[src/phc_pkg.sv]
package phc_pkg;

  localparam int DELTA_W = 12;
  localparam int TICKS_W = 20;
  localparam int CFG_IDX_W = 3;

  typedef logic signed [DELTA_W-1:0] delta_t;
  typedef logic [TICKS_W-1:0] ticks_t;

  typedef enum logic [1:0] {
    FUNC_FLOW = 2'd0,
    FUNC_TEMP = 2'd1,
    FUNC_TICK = 2'd2,
    FUNC_NONE = 2'd3
  } func_t;

  typedef enum logic [1:0] {
    ACT_NONE        = 2'd0,
    ACT_ON          = 2'd1,
    ACT_OFF_TEMP    = 2'd2,
    ACT_OFF_TIMEOUT = 2'd3
  } action_t;

  typedef enum logic [CFG_IDX_W-1:0] {
    REG_ON_THRESHOLD  = 3'd0,
    REG_OFF_THRESHOLD = 3'd1,
    REG_MIN_OFF_TICKS = 3'd2,
    REG_MIN_ON_TICKS  = 3'd3,
    REG_MAX_ON_TICKS  = 3'd4
  } cfg_reg_t;

  localparam delta_t ON_THRESHOLD_RST  = 12'sd96;
  localparam delta_t OFF_THRESHOLD_RST = 12'sd48;
  localparam ticks_t MIN_OFF_TICKS_RST = 20'd180000;
  localparam ticks_t MIN_ON_TICKS_RST  = 20'd60000;
  localparam ticks_t MAX_ON_TICKS_RST  = 20'd600000;

endpackage

[src/pump_hysteresis_controller.sv]
// Channel  Direction  Handshake            Payload
// in       into block in_valid / in_stall  func, temp_delta
// out      from block out_valid / out_stall pump_on, action
// cfg      into block cfg_wr_en            cfg_index, cfg_data
//
// Result path: the input register loads at the input transfer, then the decision
// logic (compares and the time counter) writes the result register once the
// output side can advance.
// One item per cycle sustained while out is not stalled; the input register can still fill while the result is held.
// Reset clears relay, counter, flags and loads the default thresholds and tick limits.
// A stall on a valid out result holds the result stage and raises in_stall once the input stage is full.
module pump_hysteresis_controller #(
  parameter int TIME_BITS = 20
) (
  input  logic                               clk,
  input  logic                               rst,
  input  logic                               in_valid,
  output logic                               in_stall,
  input  logic [1:0]                         func,
  input  logic signed [phc_pkg::DELTA_W-1:0] temp_delta,
  output logic                               out_valid,
  input  logic                               out_stall,
  output logic                               pump_on,
  output logic [1:0]                         action,
  input  logic                               cfg_wr_en,
  input  logic [phc_pkg::CFG_IDX_W-1:0]      cfg_index,
  input  logic [phc_pkg::TICKS_W-1:0]        cfg_data
);

  localparam int CMP_W = (TIME_BITS > phc_pkg::TICKS_W) ? TIME_BITS : phc_pkg::TICKS_W;
  localparam logic [TIME_BITS-1:0] TIME_MAX = {TIME_BITS{1'b1}};

  phc_pkg::delta_t on_threshold;
  phc_pkg::delta_t off_threshold;
  phc_pkg::ticks_t min_off_ticks;
  phc_pkg::ticks_t min_on_ticks;
  phc_pkg::ticks_t max_on_ticks;

  logic                 pump_running;
  logic [TIME_BITS-1:0] time_in_state;
  logic                 ever_switched;
  phc_pkg::delta_t      latest_delta;

  logic                 s1_valid;
  phc_pkg::func_t       s1_func;
  phc_pkg::delta_t      s1_delta;

  logic                 advance;
  logic                 s1_fire;

  logic                 pump_running_next;
  logic [TIME_BITS-1:0] time_in_state_next;
  logic                 ever_switched_next;
  phc_pkg::delta_t      latest_delta_next;
  phc_pkg::action_t     action_next;

  logic [TIME_BITS-1:0] time_inc;
  logic [CMP_W-1:0]     time_cmp;
  logic [CMP_W-1:0]     time_inc_cmp;

  assign advance  = !out_valid || !out_stall;
  assign s1_fire  = s1_valid && advance;
  assign in_stall = s1_valid && !advance;

  assign time_inc     = (time_in_state == TIME_MAX) ? time_in_state : time_in_state + 1'b1;
  assign time_cmp     = CMP_W'(time_in_state);
  assign time_inc_cmp = CMP_W'(time_inc);

  always_comb begin
    pump_running_next  = pump_running;
    time_in_state_next = time_in_state;
    ever_switched_next = ever_switched;
    latest_delta_next  = latest_delta;
    action_next        = phc_pkg::ACT_NONE;
    case (s1_func)
      phc_pkg::FUNC_FLOW: begin
        if (latest_delta >= on_threshold && !pump_running &&
            (time_cmp >= CMP_W'(min_off_ticks) || !ever_switched)) begin
          pump_running_next  = 1'b1;
          time_in_state_next = '0;
          ever_switched_next = 1'b1;
          action_next        = phc_pkg::ACT_ON;
        end
      end
      phc_pkg::FUNC_TEMP: begin
        latest_delta_next = s1_delta;
        if (s1_delta <= off_threshold && pump_running &&
            time_cmp >= CMP_W'(min_on_ticks)) begin
          pump_running_next  = 1'b0;
          time_in_state_next = '0;
          ever_switched_next = 1'b1;
          action_next        = phc_pkg::ACT_OFF_TEMP;
        end
      end
      phc_pkg::FUNC_TICK: begin
        time_in_state_next = time_inc;
        if (pump_running && time_inc_cmp >= CMP_W'(max_on_ticks)) begin
          pump_running_next  = 1'b0;
          time_in_state_next = '0;
          ever_switched_next = 1'b1;
          action_next        = phc_pkg::ACT_OFF_TIMEOUT;
        end
      end
      default: begin
        action_next = phc_pkg::ACT_NONE;
      end
    endcase
  end

  always_ff @(posedge clk) begin
    if (rst) begin
      on_threshold  <= phc_pkg::ON_THRESHOLD_RST;
      off_threshold <= phc_pkg::OFF_THRESHOLD_RST;
      min_off_ticks <= phc_pkg::MIN_OFF_TICKS_RST;
      min_on_ticks  <= phc_pkg::MIN_ON_TICKS_RST;
      max_on_ticks  <= phc_pkg::MAX_ON_TICKS_RST;
    end else if (cfg_wr_en) begin
      case (phc_pkg::cfg_reg_t'(cfg_index))
        phc_pkg::REG_ON_THRESHOLD:  on_threshold  <= cfg_data[phc_pkg::DELTA_W-1:0];
        phc_pkg::REG_OFF_THRESHOLD: off_threshold <= cfg_data[phc_pkg::DELTA_W-1:0];
        phc_pkg::REG_MIN_OFF_TICKS: min_off_ticks <= cfg_data;
        phc_pkg::REG_MIN_ON_TICKS:  min_on_ticks  <= cfg_data;
        phc_pkg::REG_MAX_ON_TICKS:  max_on_ticks  <= cfg_data;
        default: begin
        end
      endcase
    end
  end

  always_ff @(posedge clk) begin
    if (rst) begin
      s1_valid <= 1'b0;
    end else if (advance || !s1_valid) begin
      s1_valid <= in_valid;
    end
    if (in_valid && !in_stall) begin
      s1_func  <= phc_pkg::func_t'(func);
      s1_delta <= temp_delta;
    end
  end

  always_ff @(posedge clk) begin
    if (rst) begin
      pump_running  <= 1'b0;
      time_in_state <= '0;
      ever_switched <= 1'b0;
      latest_delta  <= '0;
      out_valid     <= 1'b0;
    end else begin
      if (s1_fire) begin
        pump_running  <= pump_running_next;
        time_in_state <= time_in_state_next;
        ever_switched <= ever_switched_next;
        latest_delta  <= latest_delta_next;
      end
      if (advance) begin
        out_valid <= s1_valid;
      end
    end
    if (s1_fire) begin
      pump_on <= pump_running_next;
      action  <= action_next;
    end
  end

  a_on_drives_relay: assert property (@(posedge clk) disable iff (rst)
    out_valid && action == phc_pkg::ACT_ON |-> pump_on)
    else $error("switch-on result without relay on");

  a_off_drops_relay: assert property (@(posedge clk) disable iff (rst)
    out_valid && (action == phc_pkg::ACT_OFF_TEMP || action == phc_pkg::ACT_OFF_TIMEOUT)
    |-> !pump_on)
    else $error("switch-off result with relay on");

  a_result_tracks_relay: assert property (@(posedge clk) disable iff (rst)
    s1_fire |=> out_valid && pump_on == pump_running)
    else $error("result relay state differs from held state");

  a_switch_clears_time: assert property (@(posedge clk) disable iff (rst)
    s1_fire && pump_running_next != pump_running |=> time_in_state == '0 && ever_switched)
    else $error("switch did not clear time in state");

  a_stall_needs_full_stage: assert property (@(posedge clk) disable iff (rst)
    in_stall |-> s1_valid && out_valid && out_stall)
    else $error("input stalled while pipeline can advance");

endmodule

[config.mk]
export PLATFORM = sky130hd
export DESIGN_NAME = pump_hysteresis_controller
export DESIGN_NICKNAME = d
export VERILOG_FILES = /design/src/phc_pkg.sv /design/src/pump_hysteresis_controller.sv
export SDC_FILE = /design/constraint.sdc
export NUM_CORES = 1
export LEC_CHECK = 0
export BUFFER_PORTS_ARGS = -buffer_cell sky130_fd_sc_hd__buf_2
export CORE_MARGIN = 10
export CORE_UTILIZATION = 46
export DETAILED_ROUTE_END_ITERATION = 6
export PLACE_DENSITY = 0.66
export SLEW_MARGIN = 30
export SYNTH_ARGS = -nofsm -noshare
export SYNTH_HDL_FRONTEND = slang
export SYNTH_SLANG_ARGS = --single-unit
[constraint.sdc]
create_clock -name clk -period 3.7 [get_ports clk]
set_input_delay 0.555 -clock clk [delete_from_list [all_inputs] [get_ports clk]]
set_output_delay 0.555 -clock clk [all_outputs]
set_load 0.05 [all_outputs]
==> results.json <==
{
  "status": "completed",
  "postRouteAntennaNets": 0,
  "crit_arrival_ns": 3.93,
  "design_area_um2": 8900,
  "start_util": 0.471,
  "htree_levels": 4,
  "dieArea_um2": 21800,
  "ys_seq_area_frac": 0.388,
  "drv_slew": 0,
  "grt_pass1_vias": 6039,
  "synth.top_cell.area_share": 0.320,
  "slowest_stage": "or4_4",
  "yosysTopAreaCell": "dfxtp_1",
  "busiest_layer": "met2",
  "gp_congestion": 0.865,
  "setup_violations": 0,
  "drive_gt1_frac": 0.155,
  "cp-startpoint": "time_cmp[13]",
  "r2r_end": "time_cmp[10]",
  "placed_area_um2": 8180,
  "rr_worst_depth": 16,
  "antennaDiodeCount": 0,
  "reg2reg_from": "time_cmp[13]",
  "synth_most_common_cell": "nand2_1",
  "drc_errors": 0,
  "whs_ns": 0.293,
  "setup_tns_ns": 0,
  "ys_top_cells_by_count": "nand2_1 (218), dfxtp_1 (120), inv_1 (93)",
  "synth_cell_types": 66,
  "fp.dieW_um": 148,
  "cts_hold_buf": 0,
  "endpoint_kind": "flip-flop",
  "crit_fanout": 4,
  "cts.sinks": 137,
  "via_per_inst": 5.30,
  "p_per_area_nw_per_um2": 395,
  "rrSetupSlack_ns": 0.13,
  "ir_worst_vdd_uv": 320,
  "fp.dieH_um": 148,
  "relSlewSlack": 0.506,
  "cts_buffers": 17,
  "hold_violations": 0,
  "drtIter0Drc": 468,
  "power.leakage_nw": 3.76,
  "pin_count": 47,
  "postSynthCellCount": 922,
  "power_mw": 3.52,
  "met2_usage": 0.272,
  "syn_nets": 1049,
  "synth_area_um2": 7510,
  "ys_async_sr_fraction": 0,
  "period_needed_ns": 3.57,
  "worstPathRequired_ns": 4.06,
  "tightest_slew_ns": 0.741,
  "use_met3": 0.0366,
  "fill_cells": 1495,
  "portBuffers": 46,
  "grt_overflow": 0,
  "antenna_found_initial": 0,
  "timing.fmax_mhz": 280,
  "crit_type": "flip-flop to flip-flop",
  "synth_area_per_cell_um2": 8.15,
  "cts_buffer_depth": 2,
  "area_growth_pct": 18.4,
  "path_common_cell": "buf_4",
  "insertion_delay_ns": 0.43,
  "maxCapViolations": 0,
  "routed-via-count": 6491,
  "cts-root-buf": "clkbuf_16",
  "path_clk_slew_ns": 0.06,
  "final-seq-area_um2": 2920,
  "multi_input_area_um2": 4170,
  "max_stage_delay_ns": 0.57,
  "ys_seq_elements": 137,
  "dp_hpwl_um": 14400,
  "synthFlopType": "dfxtp_1",
  "grt_max_degree": 44,
  "dr.pass1.iters": 5,
  "wl_per_cell_um": 16.3,
  "synth-warning-count": 0,
  "synth_area_leaders": "dfxtp_1 (32%), ha_1 (14%), nand2_1 (11%), edfxtp_1 (6.8%), a21oi_1 (6.1%)",
  "fin_nets": 1123,
  "period_share": 0.965,
  "start_kind": "flip-flop",
  "cts_tree": "yes",
  "hold_start": "temp_delta[7]",
  "hp-class": "input pin to flip-flop",
  "grt_use_met1": 0.253,
  "wl_um": 19900,
  "fin_skew_ns": 0.0116,
  "synth-edff-count": 17,
  "grt_pass1_wl_um": 31700,
  "core_um2": 15900,
  "worstPathCellList": "nand4_1 -> buf_4 -> or4_4 -> and2_4 -> nor2_1 -> nand2_1 -> ha_4 -> nand4_1 -> buf_4 -> inv_1 -> a221oi_4 -> a31oi_4 -> nor4_4 -> buf_4 -> a22oi_1 -> o21ai_1",
  "rows": 46,
  "critPathCapture": "time_cmp[10]",
  "groute.usage.overall": 0.181
}
state kept, by name, summed over array words and instances (netlist names):
register	count
off_threshold	12
pump_on	1
s1_delta	12
min_off_ticks	20
s1_func	2
pump_running	1
ever_switched	1
max_on_ticks	20
latest_delta	12
min_on_ticks	20
out_valid	1
time_cmp	20
action	2
on_threshold	12
s1_valid	1
metrics by stage:
stage          setup WS [ns]  utilization  cells
2_1_floorplan         0.0896            -    922
3_3_place_gp          0.0960        0.513   1191
3_5_place_dp        -0.00493        0.513   1191
4_1_cts              0.00104        0.550   1223
5_1_grt              -0.0404        0.558   1225
6_report               0.131        0.558   1225
cell type report:
class	count	area share
clock buffer	19	0.0487
tap	216	0.0304
sequential	137	0.328
inverter	93	0.0392
clock inverter	13	0.0173
multi-input combinational	655	0.468
timing repair buffer	92	0.0685
kinds of logic (layout without fill, tap and decap cells):
| group | count (synthesis) | in the layout | share of synthesized area |
|---|---|---|---|
| adders and majority gates | 85 | 85 | 0.142 |
| muxes | 4 | 4 | 0.00566 |
| xor gates and xnor gates | 9 | 9 | 0.0105 |
| buffers and inverters | 130 | 217 | 0.0705 |
| AOI/OAI and AO/OA | 205 | 205 | 0.173 |
| and+or+nand+nor | 352 | 352 | 0.211 |
| DFF | 137 | 137 | 0.388 |
critical path: cells and delay by family, from the launching register on:
kind,cells,cell delay (ns)
buffers and inverters,4,0.64
DFF,1,0.33
AOI/OAI and AO/OA,4,0.69
adders and majority gates,1,0.23
and+or+nand+nor,7,1.62
timing repair:
action                     4_1_cts  5_1_grt
gates resized for setup          1       21
buffers inserted                 0        1
cloned                           0        1
setup endpoints to repair       19       24
pin swaps                        0       11
per-layer routing:
| layer | share of wire | wire, um | vias to the layer above |
|---|---|---|---|
| li1 | - | - | 3299 |
| met1 | 0.49 | 9840 | 3000 |
| met2 | 0.43 | 8620 | 169 |
| met3 | 0.052 | 1040 | 23 |
| met4 | 0.020 | 408 | 0 |
| met5 | 0 | 0 | - |
layout by cell type (no fill, tap or decap), types with 4 or more instances in the layout:
cell type / n
nand2_1: 218
nand3b_1: 5
nor2b_1: 10
o21ai_1: 9
dfxtp_1: 118
edfxtp_1: 17
inv_1: 93
buf_2: 46
xnor2_1: 6
nand2b_1: 6
a21oi_1: 92
clkinv_2: 4
and2_1: 5
nand3_1: 16
o21ai_0: 24
nand4_1: 16
a31oi_1: 4
or2_2: 6
buf_4: 43
a21o_1: 7
o21ai_2: 4
ha_1: 83
and4_1: 4
and3_1: 6
clkbuf_16: 18
o211ai_1: 32
nor2_1: 34
nor3_1: 7
power breakdown:
| part | total (mW) | internal [mW] | switching (mW) |
|---|---|---|---|
| Clock | 1.71 | 1.05 | 0.655 |
| Combinational | 0.244 | 0.0831 | 0.161 |
| Sequential | 1.57 | 1.55 | 0.0201 |
how the worst min path moves through the flow:
stage                     cells after the start           endpoint  slack (ns)
after CTS                                     1        s1_delta[5]        0.28
after detailed placement                      2  min_off_ticks[16]        0.45
after global routing                          1        s1_delta[6]        0.28
after floorplan                               2    latest_delta[0]        0.44
final                                         1        s1_delta[7]        0.29
after global placement                        2  min_off_ticks[19]        0.44
No activity file was read; power rests on OpenSTA's default activity.
